## src/spl_pkg.sv

```systemverilog
// ----------------------------------------------------------------------------
// spl_pkg
// widths, register codes, beat types and sample helpers of the peak limiter
// ----------------------------------------------------------------------------
package spl_pkg;

	localparam int SAMPLE_BITS   = 24;
	localparam int PEAK_BITS     = SAMPLE_BITS - 1;
	localparam int GAIN_BITS     = 24;
	localparam int THR_BITS      = 20;
	localparam int REL_BITS      = 24;
	localparam int STEP_COUNT    = GAIN_BITS;
	localparam int CNT_BITS      = 5;
	localparam int CFG_IDX_BITS  = 2;
	localparam int CFG_DATA_BITS = 24;

	localparam logic [THR_BITS-1:0] THR_RESET = 20'd934567;
	localparam logic [REL_BITS-1:0] REL_RESET = 24'd16773721;
	localparam logic [GAIN_BITS:0]  GAIN_UNITY = {1'b1, {GAIN_BITS{1'b0}}};

	typedef enum logic [CFG_IDX_BITS-1:0] {
		CFG_THRESHOLD = 2'd0,
		CFG_RELEASE   = 2'd1,
		CFG_STEREO    = 2'd2
	} spl_cfg_idx_t;

	typedef logic signed [SAMPLE_BITS-1:0] spl_sample_t;

	typedef struct packed {
		spl_sample_t in_left;
		spl_sample_t in_right;
		logic        block_end;
	} spl_in_t;

	typedef struct packed {
		spl_sample_t          out_left;
		spl_sample_t          out_right;
		logic [GAIN_BITS:0]   applied_gain;
		logic                 limiting;
		logic                 block_end_out;
	} spl_out_t;

	typedef struct packed {
		logic load;
		logic step;
		logic finish;
	} spl_ctl_t;

	// magnitude of a two's complement sample, most negative gives 2^(n-1)
	function automatic logic [SAMPLE_BITS-1:0] spl_mag(input spl_sample_t s);
		logic [SAMPLE_BITS-1:0] u;
		begin
			u = s;
			return u[SAMPLE_BITS-1] ? (~u + 1'b1) : u;
		end
	endfunction

	function automatic spl_sample_t spl_apply_sign(input logic [SAMPLE_BITS-1:0] m,
		input logic neg);
		logic [SAMPLE_BITS-1:0] r;
		begin
			r = neg ? (~m + 1'b1) : m;
			return spl_sample_t'(r);
		end
	endfunction

endpackage

```

## src/spl_env.sv

```systemverilog
// ----------------------------------------------------------------------------
// spl_env
// frame peak and envelope with instant attack and bit-serial release multiply
// ----------------------------------------------------------------------------
module spl_env (
	input  logic                         clk,
	input  logic                         arst_n,
	input  spl_pkg::spl_ctl_t            ctl,
	input  spl_pkg::spl_in_t             beat,
	input  logic                         stereo_mode,
	input  logic [spl_pkg::REL_BITS-1:0] release_factor,
	output logic [spl_pkg::PEAK_BITS-1:0] env_next
);
	import spl_pkg::*;

	logic [SAMPLE_BITS-1:0] mag_l;
	logic [SAMPLE_BITS-1:0] mag_r;
	logic [SAMPLE_BITS-1:0] mag_max;
	logic [PEAK_BITS-1:0]   peak;
	logic [PEAK_BITS:0]     sum;

	logic [PEAK_BITS-1:0] env_q;
	logic [PEAK_BITS-1:0] peak_q;
	logic [PEAK_BITS-1:0] diff_q;
	logic [PEAK_BITS-1:0] acc_q;
	logic [REL_BITS-1:0]  rf_q;
	logic                 attack_q;

	always_comb begin
		mag_l   = spl_mag(beat.in_left);
		mag_r   = stereo_mode ? spl_mag(beat.in_right) : '0;
		mag_max = (mag_r > mag_l) ? mag_r : mag_l;
		// saturate the most negative sample
		peak    = mag_max[SAMPLE_BITS-1] ? '1 : mag_max[PEAK_BITS-1:0];
	end

	assign sum      = {1'b0, acc_q} + (rf_q[0] ? {1'b0, diff_q} : '0);
	assign env_next = attack_q ? peak_q : peak_q + acc_q;

	always_ff @(posedge clk or negedge arst_n) begin
		if (!arst_n) begin
			env_q <= '0;
		end else if (ctl.finish) begin
			env_q <= env_next;
		end
	end

	always_ff @(posedge clk) begin
		if (ctl.load) begin
			peak_q   <= peak;
			attack_q <= peak > env_q;
			diff_q   <= env_q - peak;
			acc_q    <= '0;
			rf_q     <= release_factor;
		end else if (ctl.step) begin
			acc_q <= sum[PEAK_BITS:1];
			rf_q  <= rf_q >> 1;
		end
	end

endmodule

```

## src/spl_div.sv

```systemverilog
// ----------------------------------------------------------------------------
// spl_div
// restoring divider, one quotient bit per cycle, for threshold over envelope
// ----------------------------------------------------------------------------
module spl_div (
	input  logic                          clk,
	input  spl_pkg::spl_ctl_t             ctl,
	input  logic [spl_pkg::THR_BITS-1:0]  threshold,
	input  logic [spl_pkg::PEAK_BITS-1:0] envelope,
	output logic [spl_pkg::GAIN_BITS:0]   gain,
	output logic                          limiting
);
	import spl_pkg::*;

	logic [PEAK_BITS-1:0] thr_ext;
	logic [PEAK_BITS:0]   trial;
	logic [PEAK_BITS:0]   rest;
	logic                 fits;

	logic [PEAK_BITS-1:0] rem_q;
	logic [PEAK_BITS-1:0] den_q;
	logic [GAIN_BITS-1:0] quo_q;
	logic                 limit_q;

	assign thr_ext = {{(PEAK_BITS-THR_BITS){1'b0}}, threshold};
	assign trial   = {rem_q, 1'b0};
	assign fits    = trial >= {1'b0, den_q};
	assign rest    = trial - {1'b0, den_q};

	always_ff @(posedge clk) begin
		if (ctl.load) begin
			// quotient bits above the binary point are zero, remainder is the threshold
			rem_q   <= thr_ext;
			den_q   <= envelope;
			quo_q   <= '0;
			limit_q <= envelope > thr_ext;
		end else if (ctl.step) begin
			rem_q <= fits ? rest[PEAK_BITS-1:0] : trial[PEAK_BITS-1:0];
			quo_q <= {quo_q[GAIN_BITS-2:0], fits};
		end
	end

	assign gain     = limit_q ? {1'b0, quo_q} : GAIN_UNITY;
	assign limiting = limit_q;

endmodule

```

## src/spl_scaler.sv

```systemverilog
// ----------------------------------------------------------------------------
// spl_scaler
// two bit-serial lanes scaling the left and right magnitudes by the gain
// ----------------------------------------------------------------------------
module spl_scaler (
	input  logic                        clk,
	input  spl_pkg::spl_ctl_t           ctl,
	input  spl_pkg::spl_in_t            beat,
	input  logic                        stereo_mode,
	input  logic [spl_pkg::GAIN_BITS:0] gain,
	output spl_pkg::spl_sample_t        out_left,
	output spl_pkg::spl_sample_t        out_right
);
	import spl_pkg::*;

	logic [SAMPLE_BITS:0]   sum_l;
	logic [SAMPLE_BITS:0]   sum_r;
	logic [SAMPLE_BITS-1:0] res_l;
	logic [SAMPLE_BITS-1:0] res_r;

	logic [SAMPLE_BITS-1:0] mag_l_q;
	logic [SAMPLE_BITS-1:0] mag_r_q;
	logic [SAMPLE_BITS-1:0] acc_l_q;
	logic [SAMPLE_BITS-1:0] acc_r_q;
	logic [GAIN_BITS-1:0]   g_q;
	logic                   neg_l_q;
	logic                   neg_r_q;
	logic                   unity_q;
	logic                   mono_q;

	assign sum_l = {1'b0, acc_l_q} + (g_q[0] ? {1'b0, mag_l_q} : '0);
	assign sum_r = {1'b0, acc_r_q} + (g_q[0] ? {1'b0, mag_r_q} : '0);

	always_ff @(posedge clk) begin
		if (ctl.load) begin
			mag_l_q <= spl_mag(beat.in_left);
			mag_r_q <= spl_mag(beat.in_right);
			neg_l_q <= beat.in_left[SAMPLE_BITS-1];
			neg_r_q <= beat.in_right[SAMPLE_BITS-1];
			acc_l_q <= '0;
			acc_r_q <= '0;
			g_q     <= gain[GAIN_BITS-1:0];
			unity_q <= gain[GAIN_BITS];
			mono_q  <= !stereo_mode;
		end else if (ctl.step) begin
			acc_l_q <= sum_l[SAMPLE_BITS:1];
			acc_r_q <= sum_r[SAMPLE_BITS:1];
			g_q     <= g_q >> 1;
		end
	end

	// unity gain passes the magnitude straight through
	assign res_l     = unity_q ? mag_l_q : acc_l_q;
	assign res_r     = unity_q ? mag_r_q : acc_r_q;
	assign out_left  = spl_apply_sign(res_l, neg_l_q);
	assign out_right = mono_q ? '0 : spl_apply_sign(res_r, neg_r_q);

endmodule

```

## src/stereo_peak_limiter.sv

```systemverilog
// ----------------------------------------------------------------------------
// stereo_peak_limiter: peak limiter, instant attack, exponential release
// each frame runs three 24-step bit-serial passes: release multiply, divide,
// scale; input beats stall until the output register takes the result
// async reset: envelope zero, registers to defaults, no output beat pending
// ----------------------------------------------------------------------------
module stereo_peak_limiter (
	input  logic                              clk,
	input  logic                              arst_n,
	input  logic                              cfg_write,
	input  logic [spl_pkg::CFG_IDX_BITS-1:0]  cfg_index,
	input  logic [spl_pkg::CFG_DATA_BITS-1:0] cfg_data,
	input  logic                              in_valid,
	output logic                              in_stall,
	input  spl_pkg::spl_in_t                  in_beat,
	output logic                              out_valid,
	input  logic                              out_stall,
	output spl_pkg::spl_out_t                 out_beat
);
	import spl_pkg::*;

	typedef enum logic [7:0] {
		ST_IDLE   = 8'b0000_0001,
		ST_ENV_LD = 8'b0000_0010,
		ST_ENV    = 8'b0000_0100,
		ST_DIV_LD = 8'b0000_1000,
		ST_DIV    = 8'b0001_0000,
		ST_SC_LD  = 8'b0010_0000,
		ST_SC     = 8'b0100_0000,
		ST_DONE   = 8'b1000_0000
	} spl_state_t;

	spl_state_t          state_q;
	spl_state_t          state_nxt;
	logic [CNT_BITS-1:0] cnt_q;
	logic                last_step;
	logic                in_fire;
	logic                out_load;

	logic [THR_BITS-1:0] thr_q;
	logic [REL_BITS-1:0] rel_q;
	logic                stereo_q;
	spl_in_t             in_q;
	spl_out_t            out_q;
	logic                out_valid_q;

	spl_ctl_t             env_ctl;
	spl_ctl_t             div_ctl;
	spl_ctl_t             sc_ctl;
	logic [PEAK_BITS-1:0] envelope;
	logic [GAIN_BITS:0]   gain;
	logic                 limiting;
	spl_sample_t          res_left;
	spl_sample_t          res_right;

	assign in_stall  = state_q != ST_IDLE;
	assign in_fire   = in_valid && !in_stall;
	assign last_step = cnt_q == CNT_BITS'(STEP_COUNT - 1);
	assign out_load  = (state_q == ST_DONE) && (!out_valid_q || !out_stall);

	always_ff @(posedge clk or negedge arst_n) begin
		if (!arst_n) begin
			thr_q    <= THR_RESET;
			rel_q    <= REL_RESET;
			stereo_q <= 1'b1;
		end else if (cfg_write) begin
			unique case (cfg_index)
				CFG_THRESHOLD: thr_q    <= cfg_data[THR_BITS-1:0];
				CFG_RELEASE:   rel_q    <= cfg_data[REL_BITS-1:0];
				CFG_STEREO:    stereo_q <= cfg_data[0];
				default: begin
				end
			endcase
		end
	end

	always_comb begin
		state_nxt = state_q;
		unique case (state_q)
			ST_IDLE:   if (in_fire) state_nxt = ST_ENV_LD;
			ST_ENV_LD: state_nxt = ST_ENV;
			ST_ENV:    if (last_step) state_nxt = ST_DIV_LD;
			ST_DIV_LD: state_nxt = ST_DIV;
			ST_DIV:    if (last_step) state_nxt = ST_SC_LD;
			ST_SC_LD:  state_nxt = ST_SC;
			ST_SC:     if (last_step) state_nxt = ST_DONE;
			ST_DONE:   if (out_load) state_nxt = ST_IDLE;
			default:   state_nxt = ST_IDLE;
		endcase
	end

	always_ff @(posedge clk or negedge arst_n) begin
		if (!arst_n) begin
			state_q <= ST_IDLE;
			cnt_q   <= '0;
		end else begin
			state_q <= state_nxt;
			if (env_ctl.step || div_ctl.step || sc_ctl.step) begin
				cnt_q <= last_step ? '0 : cnt_q + 1'b1;
			end
		end
	end

	always_comb begin
		env_ctl.load   = state_q == ST_ENV_LD;
		env_ctl.step   = state_q == ST_ENV;
		env_ctl.finish = state_q == ST_DIV_LD;
		div_ctl.load   = state_q == ST_DIV_LD;
		div_ctl.step   = state_q == ST_DIV;
		div_ctl.finish = 1'b0;
		sc_ctl.load    = state_q == ST_SC_LD;
		sc_ctl.step    = state_q == ST_SC;
		sc_ctl.finish  = 1'b0;
	end

	always_ff @(posedge clk) begin
		if (in_fire) begin
			in_q <= in_beat;
		end
	end

	spl_env u_env (
		.clk            (clk),
		.arst_n         (arst_n),
		.ctl            (env_ctl),
		.beat           (in_q),
		.stereo_mode    (stereo_q),
		.release_factor (rel_q),
		.env_next       (envelope)
	);

	spl_div u_div (
		.clk       (clk),
		.ctl       (div_ctl),
		.threshold (thr_q),
		.envelope  (envelope),
		.gain      (gain),
		.limiting  (limiting)
	);

	spl_scaler u_scaler (
		.clk         (clk),
		.ctl         (sc_ctl),
		.beat        (in_q),
		.stereo_mode (stereo_q),
		.gain        (gain),
		.out_left    (res_left),
		.out_right   (res_right)
	);

	// output register lets the next frame start while this beat waits
	always_ff @(posedge clk or negedge arst_n) begin
		if (!arst_n) begin
			out_valid_q <= 1'b0;
		end else if (out_load) begin
			out_valid_q <= 1'b1;
		end else if (out_valid_q && !out_stall) begin
			out_valid_q <= 1'b0;
		end
	end

	always_ff @(posedge clk) begin
		if (out_load) begin
			out_q.out_left      <= res_left;
			out_q.out_right     <= res_right;
			out_q.applied_gain  <= gain;
			out_q.limiting      <= limiting;
			out_q.block_end_out <= in_q.block_end;
		end
	end

	assign out_valid = out_valid_q;
	assign out_beat  = out_q;

endmodule

```

## config.mk

```make
export PLATFORM = sky130hd
export DESIGN_NAME = stereo_peak_limiter
export DESIGN_NICKNAME = d
export VERILOG_FILES = /design/src/spl_pkg.sv /design/src/spl_env.sv /design/src/spl_div.sv /design/src/spl_scaler.sv /design/src/stereo_peak_limiter.sv
export SDC_FILE = /design/constraint.sdc
export NUM_CORES = 1
export LEC_CHECK = 0
export BUFFER_PORTS_ARGS = -buffer_cell sky130_fd_sc_hd__buf_2
export CAP_MARGIN = 20
export CORE_AREA = 2 2 297 299
export CTS_CLUSTER_DIAMETER = 50
export CTS_CLUSTER_SIZE = 8
export DETAILED_ROUTE_END_ITERATION = 10
export DIE_AREA = 0 0 299 301
export MAX_ROUTING_LAYER = met4
export PLACE_DENSITY = 0.47
export SLEW_MARGIN = 10
export SYNTH_ARGS = -nofsm -noshare
export SYNTH_HDL_FRONTEND = slang
export SYNTH_SLANG_ARGS = --single-unit
```

## constraint.sdc

```tcl
create_clock -name clk -period 21.2 [get_ports clk]
set_clock_uncertainty 0.2 [all_clocks]
set_input_delay 2.12 -clock clk [delete_from_list [all_inputs] [get_ports clk]]
set_output_delay 2.12 -clock clk [all_outputs]
set_load 0.02 [all_outputs]
```

==> results of run 1 <==
## cells by family after synthesis
logic type / count (synthesis) / share of synthesized area, %
flops: 495 / 47.4
fa+ha+maj: 191 / 8.54
mux: 132 / 4.94
buf+inv: 224 / 3.14
xor+xnor: 191 / 5.87
simple gates: 893 / 15.3
compound gates: 664 / 14.9
## worst max path at each step
stage | startpoint | end | slack [ns] | depth (start not counted)
global route | in_q[28] | u_env.diff_q[22] | 12.35 | 28
CTS | in_q[28] | u_env.diff_q[22] | 13.16 | 28
detailed placement | in_q[28] | u_env.diff_q[22] | 13.17 | 28
floorplan | in_q[38] | u_env.diff_q[22] | 14.46 | 27
finish | in_q[28] | u_env.diff_q[22] | 13.06 | 28
global placement | in_q[28] | u_env.diff_q[22] | 13.42 | 28
## metrics by stage
step                utilization [%]  std cells  hold slack [ns]  worst slack [ns]
floorplan                         -       2790            0.200             14.46
global placement               35.3       4028            0.203             13.42
detailed placement             35.3       4028            0.212             13.17
CTS                            38.8       4195            0.221             13.16
global route                   38.8       4197            0.229             12.35
finish                         38.9       4199            0.219             13.06
## synth_stat cells (10+ instances only)
cell type,number,area share (%)
sky130_fd_sc_hd__a211oi_1,15,0.39
sky130_fd_sc_hd__a21o_1,51,1.3
sky130_fd_sc_hd__a21oi_1,170,3.0
sky130_fd_sc_hd__a22o_1,28,0.86
sky130_fd_sc_hd__a2bb2oi_1,17,0.52
sky130_fd_sc_hd__a31oi_1,19,0.42
sky130_fd_sc_hd__and2_1,123,2.7
sky130_fd_sc_hd__and3_1,15,0.33
sky130_fd_sc_hd__buf_1,10,0.13
sky130_fd_sc_hd__buf_2,13,0.23
sky130_fd_sc_hd__clkbuf_1,71,0.93
sky130_fd_sc_hd__dfrtp_1,53,4.7
sky130_fd_sc_hd__dfstp_2,29,2.7
sky130_fd_sc_hd__dfxtp_1,98,6.9
sky130_fd_sc_hd__edfxtp_1,315,33
sky130_fd_sc_hd__ha_1,185,8.1
sky130_fd_sc_hd__inv_1,121,1.6
sky130_fd_sc_hd__mux2_2,66,2.6
sky130_fd_sc_hd__mux2i_1,65,2.3
sky130_fd_sc_hd__nand2_1,320,4.2
sky130_fd_sc_hd__nand2b_1,26,0.57
sky130_fd_sc_hd__nand3_1,33,0.58
sky130_fd_sc_hd__nand3b_1,11,0.29
sky130_fd_sc_hd__nand4_1,16,0.35
sky130_fd_sc_hd__nor2_1,164,2.2
sky130_fd_sc_hd__nor2b_1,23,0.50
sky130_fd_sc_hd__nor3_1,74,1.3
sky130_fd_sc_hd__nor3b_1,13,0.34
sky130_fd_sc_hd__nor4_1,10,0.22
sky130_fd_sc_hd__o211ai_1,12,0.32
sky130_fd_sc_hd__o21a_1,21,0.55
sky130_fd_sc_hd__o21ai_0,175,3.1
sky130_fd_sc_hd__o21bai_1,17,0.45
sky130_fd_sc_hd__o22ai_1,24,0.53
sky130_fd_sc_hd__o31ai_1,25,0.66
sky130_fd_sc_hd__or3_1,26,0.57
sky130_fd_sc_hd__xnor2_1,110,3.4
sky130_fd_sc_hd__xor2_1,81,2.5
## registers in the layout, indices dropped and copies added, names as in the netlist, 24 cells and up
signal            count
u_scaler.acc_l_q     24
u_scaler.acc_r_q     24
u_scaler.mag_l_q     24
u_env.rf_q           24
u_scaler.g_q         24
out_beat             75
u_div.quo_q          24
rel_q                24
u_scaler.mag_r_q     24
in_q                 49
## layout make-up
| type | count | area [um^2] | area share [%] |
|---|---|---|---|
| multi-input combinational | 2071 | 14100 | 42.1 |
| sequential | 495 | 13500 | 40.2 |
| clock buffer | 130 | 2490 | 7.43 |
| tap | 1155 | 1450 | 4.30 |
| timing repair buffer | 185 | 1040 | 3.10 |
| clock inverter | 37 | 493 | 1.47 |
| inverter | 124 | 469 | 1.40 |
| antenna | 2 | 5.00 | 0.0149 |
## power by group through the flow
stage	clock [uW]	sequential, uW	combinational [uW]
2_1_floorplan	0	1360	1040
3_3_place_gp	0	1410	1380
3_5_place_dp	0	1410	1400
4_1_cts	1460	1400	1410
5_1_grt	1510	1410	1570
6_report	1430	1390	1410
## layer usage
metal | part of all wire (%) | wire length, um
met5 | 0 | 0
met4 | 2.4 | 1940
met3 | 5.0 | 4020
met2 | 45 | 36100
met1 | 47 | 37900
==> metrics.yaml, run 1 <==
floorplan:
  floorplan.die.width_um: 299
  starting_density_of_the_core_pct: 33.0
  die_span_in_y_um: 301
  pin_count: 157
  dieArea_mm2: 0.0900
  area_of_the_core_mm2: 0.0865
  fp_rows: 108
worst_setup_path:
  timing.critical_path.slowest_stage_cell: "sky130_fd_sc_hd__or4_1"
  critical_path_peak_fanout: 21
  worst-r2r-cell-count: 28
  cp.arrival_ns: 8.33
  timing.critical_path.to_type: "register"
  data_required_time_at_the_worst_endpoint_ns: 21.39
  r2r_startpoint: "in_q[28]"
  crit_buf_inv: 2
  critical-path-top-delay-family: "simple AND/OR/NAND/NOR gates"
  rr_endpoint: "u_env.diff_q[22]"
  critical_path.max_stage_delay_ns: 0.60
  critPathKind: "reg -> reg"
  reg2reg_slack_ns: 13.06
  critical_path.startpoint_type: "register"
  cpMostUsedCell: "sky130_fd_sc_hd__nand3_1"
grt:
  largest_net_degree_at_the_start_of_global_routing: 60
  grt_antenna_before_repair: 8
  globalRouteMet2Util_pct: 27.5
  grt_use_total_pct: 18.0
  grt.met3_usage_pct: 2.91
  grt_pass1_wl_um: 122000
  grt.busiest_layer: "met2"
  overflow: 0
  first_global_vias: 20900
  grt.met1_usage_pct: 24.4
power:
  cellInternalPower_uw: 2750
  cellLeakagePower_uw: 0.0138
  netSwitchingPower_uw: 1480
  powerDensity_mw_per_mm2: 126
  p_seq_share_pct: 32.9
  vdd_drop_max_mv: 0.0709
  p_total_uw: 4230
  power.share.switching_pct: 34.9
  clock_power_share_pct: 33.7
  power.combinational.fraction_pct: 33.4
logic_synthesis:
  syn-instance-count: 2790
  synthesis.yosys.warnings: 0
  synth.net_count: 3061
  yosysUniqueCellTypes: 88
  synth_sequential_area_ratio_pct: 47.4
  synth_area_mm2: 0.0285
  number_of_synthesized_flops_with_an_enable_pin: 315
  syn_area_per_cell_um2: 10.2
  async_reset_ff_share_pct: 16.6
  ys_seq_elements: 495
  dominantRegCellSynth: "sky130_fd_sc_hd__edfxtp_1"
route:
  totalWireLength_um: 80000
  post_drt_wl_per_cell_um: 19.1
  residual_drc_count: 0
  drt_pass1_iterations: 5
  drt_iter0_markers: 1559
  route.antenna.remaining_nets: 0
  vias_per_cell: 5.14
  via_count: 21600
cts:
  cts_buffers: 90
  clk_transition_reported_paths_ns: 0.05
  cts-root-buf: "sky130_fd_sc_hd__clkbuf_16"
  worstSkewPairLatency_ns: 0.64
  number_of_buffers_inserted_by_hold_repair_at_cts: 0
  clock_path_buffers: 3
  cts.sink_count: 495
  cts.repair_timing.setup_buffer_count: 0
  tritoncts: "yes"
  cts.htree.levels: 3
  cts_resized: 0
timing:
  finalWorstPathRequiredPeriod_ns: 8.14
  slew_headroom_pct: 32.4
  tightestPinTransition_ns: 1.01
  post-route-period-util_pct: 38.4
  report.final.setup_viol: 0
  fin_setup_tns_ns: 0
  timing_max_transition_violations_final: 0
  hold_viol: 0
  fmaxAchievable_ghz: 0.123
  rsz0062_at_grt: "no"
place:
  dpl.hpwl_um: 59300
  io_buffer_count: 156
  dpl-instance-area_mm2: 0.0306
  finalWeightedCongestion: 0.871
finish:
  layout.cells.most_common: "sky130_fd_sc_hd__nand2_1"
  final_cell_mix: "sky130_fd_sc_hd__nand2_1 (320), sky130_fd_sc_hd__edfxtp_1 (315), sky130_fd_sc_hd__ha_1 (185)"
  layout.nets: 3238
  layout-drive-gt1-share_pct: 14.5
  final_cell_area_mm2: 0.0336
  layout.filler_cells: 8567
  synthToLayoutAreaGrowth_pct: 17.8
min_path:
  min-delay-path-class: "reg -> reg"
  hold-path-endpoint: "out_beat[0]"
  timing.hold.worst_path_depth: 0
  min_from: "in_q[0]"
run:
  max-cap-violations: 0
run_status:
  result_of_the_run: "finished, final reports clean"
(Power assumes the default switching activity.)
==> run 2, diff against run 1 <==
--- a/config.mk
+++ b/config.mk
@@ -13,7 +13,7 @@
 export DETAILED_ROUTE_END_ITERATION = 10
 export DIE_AREA = 0 0 299 301
 export MAX_ROUTING_LAYER = met4
-export PLACE_DENSITY = 0.47
+export PLACE_DENSITY = 0.49
 export SLEW_MARGIN = 10
 export SYNTH_ARGS = -nofsm -noshare
 export SYNTH_HDL_FRONTEND = slang
==> constraint.sdc (replaced) <==
create_clock -name clk -period 6.8 [get_ports clk]
set_clock_uncertainty 0.2 [all_clocks]
set_input_delay 0.68 -clock clk [delete_from_list [all_inputs] [get_ports clk]]
set_output_delay 0.68 -clock clk [all_outputs]
set_load 0.02 [all_outputs]
==> metrics.yaml, run 2 (same netlist as run 1, synthesis figures left out) <==
cts:
  cts.htree.levels: 3  # unchanged
  clock_path_buffers: 3  # unchanged
  clk_transition_reported_paths_ns: 0.05  # about the same
  cts_buffers: 88  # -2.2%
  worstSkewPairLatency_ns: 0.63  # about the same
  tritoncts: "yes"
  cts.sink_count: 495  # unchanged
  cts-root-buf: "sky130_fd_sc_hd__clkbuf_16"
route:
  drt_iter0_markers: 1349  # -13%
  vias_per_cell: 5.08  # -1.1%
  post_drt_wl_per_cell_um: 18.7  # -2.0%
  residual_drc_count: 0  # unchanged
  via_count: 22200  # +2.9%
  route.antenna.remaining_nets: 0  # unchanged
  drt_pass1_iterations: 5  # unchanged
  totalWireLength_um: 81600  # +1.9%
power:
  power.share.switching_pct: 34.3  # -0.64 points
  cellInternalPower_uw: 9260  # +240%
  clock_power_share_pct: 31.4  # -2.3 points
  p_total_uw: 14100  # +230%
  netSwitchingPower_uw: 4830  # +230%
  power.combinational.fraction_pct: 37.7  # +4.3 points
  p_seq_share_pct: 30.9  # -2.0 points
  cellLeakagePower_uw: 0.0146  # +6.2%
  powerDensity_mw_per_mm2: 400  # +220%
  vdd_drop_max_mv: 0.220  # +210%
worst_setup_path:
  crit_buf_inv: 2  # unchanged
  critical_path.max_stage_delay_ns: 0.55  # -0.05 ns
  critical_path.startpoint_type: "register"
  timing.critical_path.slowest_stage_cell: "sky130_fd_sc_hd__or4_4"
  timing.critical_path.to_type: "register"
  cp.arrival_ns: 7.08  # -1.25 ns
  critical_path_peak_fanout: 6  # -71%
  critPathKind: "reg -> reg"
  cpMostUsedCell: "sky130_fd_sc_hd__or3_4"
  reg2reg_slack_ns: -0.11  # -13.17 ns
  data_required_time_at_the_worst_endpoint_ns: 6.97  # -14.42 ns
  critical-path-top-delay-family: "simple AND/OR/NAND/NOR gates"
grt:
  grt.met1_usage_pct: 24.3  # -0.085 points
  grt_antenna_before_repair: 3  # -5
  overflow: 0  # unchanged
  grt.busiest_layer: "met2"
  grt_use_total_pct: 18.4  # +0.43 points
  globalRouteMet2Util_pct: 29.1  # +1.6 points
  largest_net_degree_at_the_start_of_global_routing: 122  # +100%
  grt.met3_usage_pct: 2.78  # -0.13 points
  first_global_vias: 22100  # +5.5%
  grt_pass1_wl_um: 126000  # +3.4%
floorplan:
  area_of_the_core_mm2: 0.0865  # unchanged
  fp_rows: 108  # unchanged
  dieArea_mm2: 0.0900  # unchanged
  starting_density_of_the_core_pct: 33.0  # unchanged
  pin_count: 157  # unchanged
  die_span_in_y_um: 301  # unchanged
  floorplan.die.width_um: 299  # unchanged
run_status:
  result_of_the_run: "finished with violations"
  failed_checks: "negative setup slack"
timing:
  setup_slack_ns: -0.106  # -13.17 ns
  timing_max_transition_violations_final: 0  # unchanged
  rsz0062_at_grt: "yes"
  fin_setup_tns_ns: -0.323  # -0.323 ns
  fmaxAchievable_ghz: 0.145  # +18%
  finalWorstPathRequiredPeriod_ns: 6.91  # -1.23 ns
  post-route-period-util_pct: 102  # +63 points
  slew_headroom_pct: 32.6  # +0.24 points
  report.final.setup_viol: 4  # +4
  timing.hold.ws_ns: 0.0481  # -0.171 ns
  hold_viol: 0  # unchanged
  tightestPinTransition_ns: 1.01  # -0.00357 ns
finish:
  layout-drive-gt1-share_pct: 19.5  # +5.0 points
  number_of_flip_flops_in_the_largest_register: 75  # unchanged
  synthToLayoutAreaGrowth_pct: 23.5
  layout.cells.most_common: "sky130_fd_sc_hd__nand2_1"
  final_cell_mix: "sky130_fd_sc_hd__nand2_1 (319), sky130_fd_sc_hd__edfxtp_1 (315), sky130_fd_sc_hd__ha_1 (181)"
  layout.nets: 3407  # +5.2%
place:
  dp_slack_ns: -0.646  # -13.81 ns
  io_buffer_count: 156  # unchanged
  finalWeightedCongestion: 0.881  # +1.1%
  dpl.hpwl_um: 60500  # +2.0%
min_path:
  min-delay-path-class: "in -> reg"
run:
  max-cap-violations: 0  # unchanged
## run 2: cell types whose count changed in the layout (fill, tap and decap cells not counted), moves of 3 or more
cell	previous run	this run
sky130_fd_sc_hd__buf_4	28	168
sky130_fd_sc_hd__a211oi_1	15	12
sky130_fd_sc_hd__ha_1	185	181
sky130_fd_sc_hd__o21ai_0	175	165
sky130_fd_sc_hd__o21ai_2	0	7
sky130_fd_sc_hd__ha_4	0	3
sky130_fd_sc_hd__dlygate4sd3_1	0	26
sky130_fd_sc_hd__a21oi_2	0	5
sky130_fd_sc_hd__a211oi_2	0	3
sky130_fd_sc_hd__clkbuf_8	5	9
sky130_fd_sc_hd__buf_6	0	4
sky130_fd_sc_hd__a21oi_1	169	164
## run 2: routing by layer
layer,vias to the layer above,share of wire [%]
met5,-,0
met4,0,2.5
met3,129,4.5
met2,467,46
met1,10700,47
li1,10900,-
## run 2: area by class of cell
type / instances / area (um^2)
antenna: 2 / 5.00
clock buffer: 134 / 2510
clock inverter: 32 / 464
fill: 8432 / 51300
inverter: 124 / 469
multi-input combinational: 2071 / 14400
sequential: 495 / 13500
tap: 1155 / 1450
timing repair buffer: 356 / 2420
## run 2: what timing repair did
item | CTS | global route
hold buffers | 26 | 0
endpoints found under the hold margin | 50 | 0
gates resized for setup | 31 | 36
buffers inserted | 4 | 6
cloned | 0 | 0
setup endpoints to repair | 14 | 14
pin swaps | 20 | 31
## run 2: power by group through the flow
stage / combinational, uW / clock, uW / sequential, uW
global placement: 4870 / 0 / 4400
global route: 5880 / 4690 / 4410
floorplan: 3240 / 0 / 4240
CTS: 5130 / 4550 / 4360
detailed placement: 4930 / 0 / 4410
finish: 5310 / 4420 / 4350
## run 2: stage by stage
| stage | instance area [um^2] | util [%] | std cells |
|---|---|---|---|
| 6_report | 35200 | 40.7 | 4369 |
| 3_3_place_gp | 31600 | 36.5 | 4163 |
| 3_5_place_dp | 31600 | 36.5 | 4163 |
| 2_1_floorplan | 28500 | - | 2790 |
| 4_1_cts | 35000 | 40.4 | 4359 |
| 5_1_grt | 35200 | 40.7 | 4368 |
## run 2: path summary, 6_finish.rpt
kind | startpoint | cells past startpoint | endpoint
setup / recovery | in_q[40] | 27 | u_env.diff_q[22]
hold / removal | in_beat[48] | 1 | in_q[48]
setup reg to reg | in_q[40] | 27 | u_env.diff_q[22]
hold reg to reg | in_q[0] | 0 | out_beat[0]
max in group asynchronous | arst_n | 3 | u_env.env_q[15]
min in group asynchronous | arst_n | 2 | rel_q[11]
==> run 3, diff against run 2 <==
--- a/config.mk
+++ b/config.mk
@@ -13,7 +13,7 @@
 export DETAILED_ROUTE_END_ITERATION = 10
 export DIE_AREA = 0 0 299 301
 export MAX_ROUTING_LAYER = met4
-export PLACE_DENSITY = 0.49
+export PLACE_DENSITY = 0.47
 export SLEW_MARGIN = 10
 export SYNTH_ARGS = -nofsm -noshare
 export SYNTH_HDL_FRONTEND = slang
==> constraint.sdc (replaced) <==
create_clock -name clk -period 7.7 [get_ports clk]
set_clock_uncertainty 0.2 [all_clocks]
set_input_delay 0.77 -clock clk [delete_from_list [all_inputs] [get_ports clk]]
set_output_delay 0.77 -clock clk [all_outputs]
set_load 0.02 [all_outputs]
==> metrics.yaml, run 3 (same netlist as run 1, synthesis figures left out) <==
timing:
  slew_headroom_pct: 34.2  # +1.6 points
  fin_setup_tns_ns: 0  # +0.323 ns
  timing.hold.ws_ns: 0.0959  # +0.0478 ns
  finalWorstPathRequiredPeriod_ns: 7.36  # +0.453 ns
  rsz0062_at_grt: "no"
  report.final.setup_viol: 0  # -4
  fmaxAchievable_ghz: 0.136  # -6.2%
  hold_viol: 0  # unchanged
  tightestPinTransition_ns: 0.980  # -0.0273 ns
  timing_max_transition_violations_final: 0  # unchanged
  post-route-period-util_pct: 95.6  # -6.0 points
worst_setup_path:
  critical-path-top-delay-family: "simple AND/OR/NAND/NOR gates"
  critical_path.startpoint_type: "register"
  data_required_time_at_the_worst_endpoint_ns: 7.89  # +0.92 ns
  critical_path.max_stage_delay_ns: 0.56  # about the same
  cp.arrival_ns: 7.55  # +0.47 ns
  crit_buf_inv: 1  # -1
  reg2reg_slack_ns: 0.34  # +0.45 ns
  critical_path_peak_fanout: 5  # -1
  timing.critical_path.slowest_stage_cell: "sky130_fd_sc_hd__or4_4"
  timing.critical_path.to_type: "register"
  critPathKind: "reg -> reg"
  cpMostUsedCell: "sky130_fd_sc_hd__or3_4"
power:
  p_seq_share_pct: 33.2  # +2.3 points
  cellLeakagePower_uw: 0.0138  # -5.7%
  powerDensity_mw_per_mm2: 343  # -14%
  power.share.switching_pct: 35.2  # +0.89 points
  netSwitchingPower_uw: 4060  # -16%
  cellInternalPower_uw: 7490  # -19%
  clock_power_share_pct: 33.0  # +1.6 points
  vdd_drop_max_mv: 0.175  # -21%
  power.combinational.fraction_pct: 33.8  # -3.9 points
grt:
  grt_use_total_pct: 18.0  # -0.41 points
  largest_net_degree_at_the_start_of_global_routing: 62  # -49%
  grt_pass1_wl_um: 123000  # -3.0%
  grt_antenna_before_repair: 10  # +7
  overflow: 0  # unchanged
  first_global_vias: 21000  # -4.7%
cts:
  worstSkewPairLatency_ns: 0.65  # +0.02 ns
  cts-root-buf: "sky130_fd_sc_hd__clkbuf_16"
  cts_buffers: 90  # +2.3%
  clock_path_buffers: 3  # unchanged
  clk_transition_reported_paths_ns: 0.05  # about the same
  tritoncts: "yes"
  cts.htree.levels: 3  # unchanged
  cts.sink_count: 495  # unchanged
finish:
  layout.nets: 3251  # -4.6%
  synthToLayoutAreaGrowth_pct: 18.0
  layout.cells.most_common: "sky130_fd_sc_hd__nand2_1"
  final_cell_mix: "sky130_fd_sc_hd__nand2_1 (320), sky130_fd_sc_hd__edfxtp_1 (315), sky130_fd_sc_hd__ha_1 (185)"
  finalNonFillerCells: 4211  # -3.6%
  number_of_flip_flops_in_the_largest_register: 75  # unchanged
  layout-drive-gt1-share_pct: 15.0  # -4.5 points
route:
  route.antenna.remaining_nets: 0  # unchanged
  post_drt_wl_per_cell_um: 19.0  # +1.9%
  totalWireLength_um: 80100  # -1.8%
  drt_pass1_iterations: 5  # unchanged
  vias_per_cell: 5.12  # +0.80%
  residual_drc_count: 0  # unchanged
  via_count: 21600  # -2.8%
  drt_iter0_markers: 1457  # +8.0%
min_path:
  min-delay-path-class: "in -> reg"
place:
  finalWeightedCongestion: 0.859  # -2.4%
  dpl.cell_count: 4040  # -3.0%
  dpl.hpwl_um: 59600  # -1.5%
  io_buffer_count: 156  # unchanged
floorplan:
  area_of_the_core_mm2: 0.0865  # unchanged
  die_span_in_y_um: 301  # unchanged
  dieArea_mm2: 0.0900  # unchanged
  pin_count: 157  # unchanged
  floorplan.die.width_um: 299  # unchanged
  starting_density_of_the_core_pct: 33.0  # unchanged
  fp_rows: 108  # unchanged
run:
  max-cap-violations: 0  # unchanged
run_status:
  result_of_the_run: "finished, final reports clean"
[run 3: routing by layer]
layer / track usage, % / wire length [um] / vias to the layer above
met5: - / 0 / -
met4: 5.85 / 1960 / 0
met3: 2.73 / 3760 / 130
met2: 27.6 / 36500 / 497
met1: 24.3 / 37900 / 10400
li1: - / - / 10600
[run 3: path summary, 6_finish.rpt]
kind / end / start / cells after the start
max: u_env.diff_q[22] / in_q[38] / 26
min: in_q[47] / in_beat[47] / 1
max reg2reg: u_env.diff_q[22] / in_q[38] / 26
min reg2reg: out_beat[0] / in_q[0] / 0
max in group asynchronous: u_env.env_q[7] / arst_n / 3
min in group asynchronous: rel_q[11] / arst_n / 2
[run 3: what timing repair did]
action,4_1_cts,5_1_grt
hold buffers,1,0
setup buffers,0,0
endpoints found under the setup margin,0,5
endpoints found under the hold margin,24,0
gates resized for setup,0,5
[run 3: cell type report]
cell class	instances	area, um^2
antenna	3	7.51
clock buffer	131	2540
clock inverter	34	379
fill	8602	52800
inverter	124	469
multi-input combinational	2071	14200
sequential	495	13500
tap	1155	1450
timing repair buffer	198	1140
[run 3: per-stage QoR]
stage	instance area [um^2]	utilization [%]	total power (uW)	setup slack, ns
floorplan	28500	-	6610	0.958
global placement	30600	35.4	7720	0.407
detailed placement	30600	35.4	7770	0.254
CTS	33600	38.8	11700	0.241
global route	33700	38.9	12300	0.0107
finish	33700	38.9	11600	0.341
[run 3: power by group through the flow]
| stage | Sequential (uW) | Combinational (uW) | Clock, uW |
|---|---|---|---|
| floorplan | 3750 | 2860 | 0 |
| global placement | 3890 | 3830 | 0 |
| detailed placement | 3900 | 3870 | 0 |
| CTS | 3850 | 3900 | 3910 |
| global route | 3890 | 4360 | 4050 |
| finish | 3840 | 3910 | 3810 |
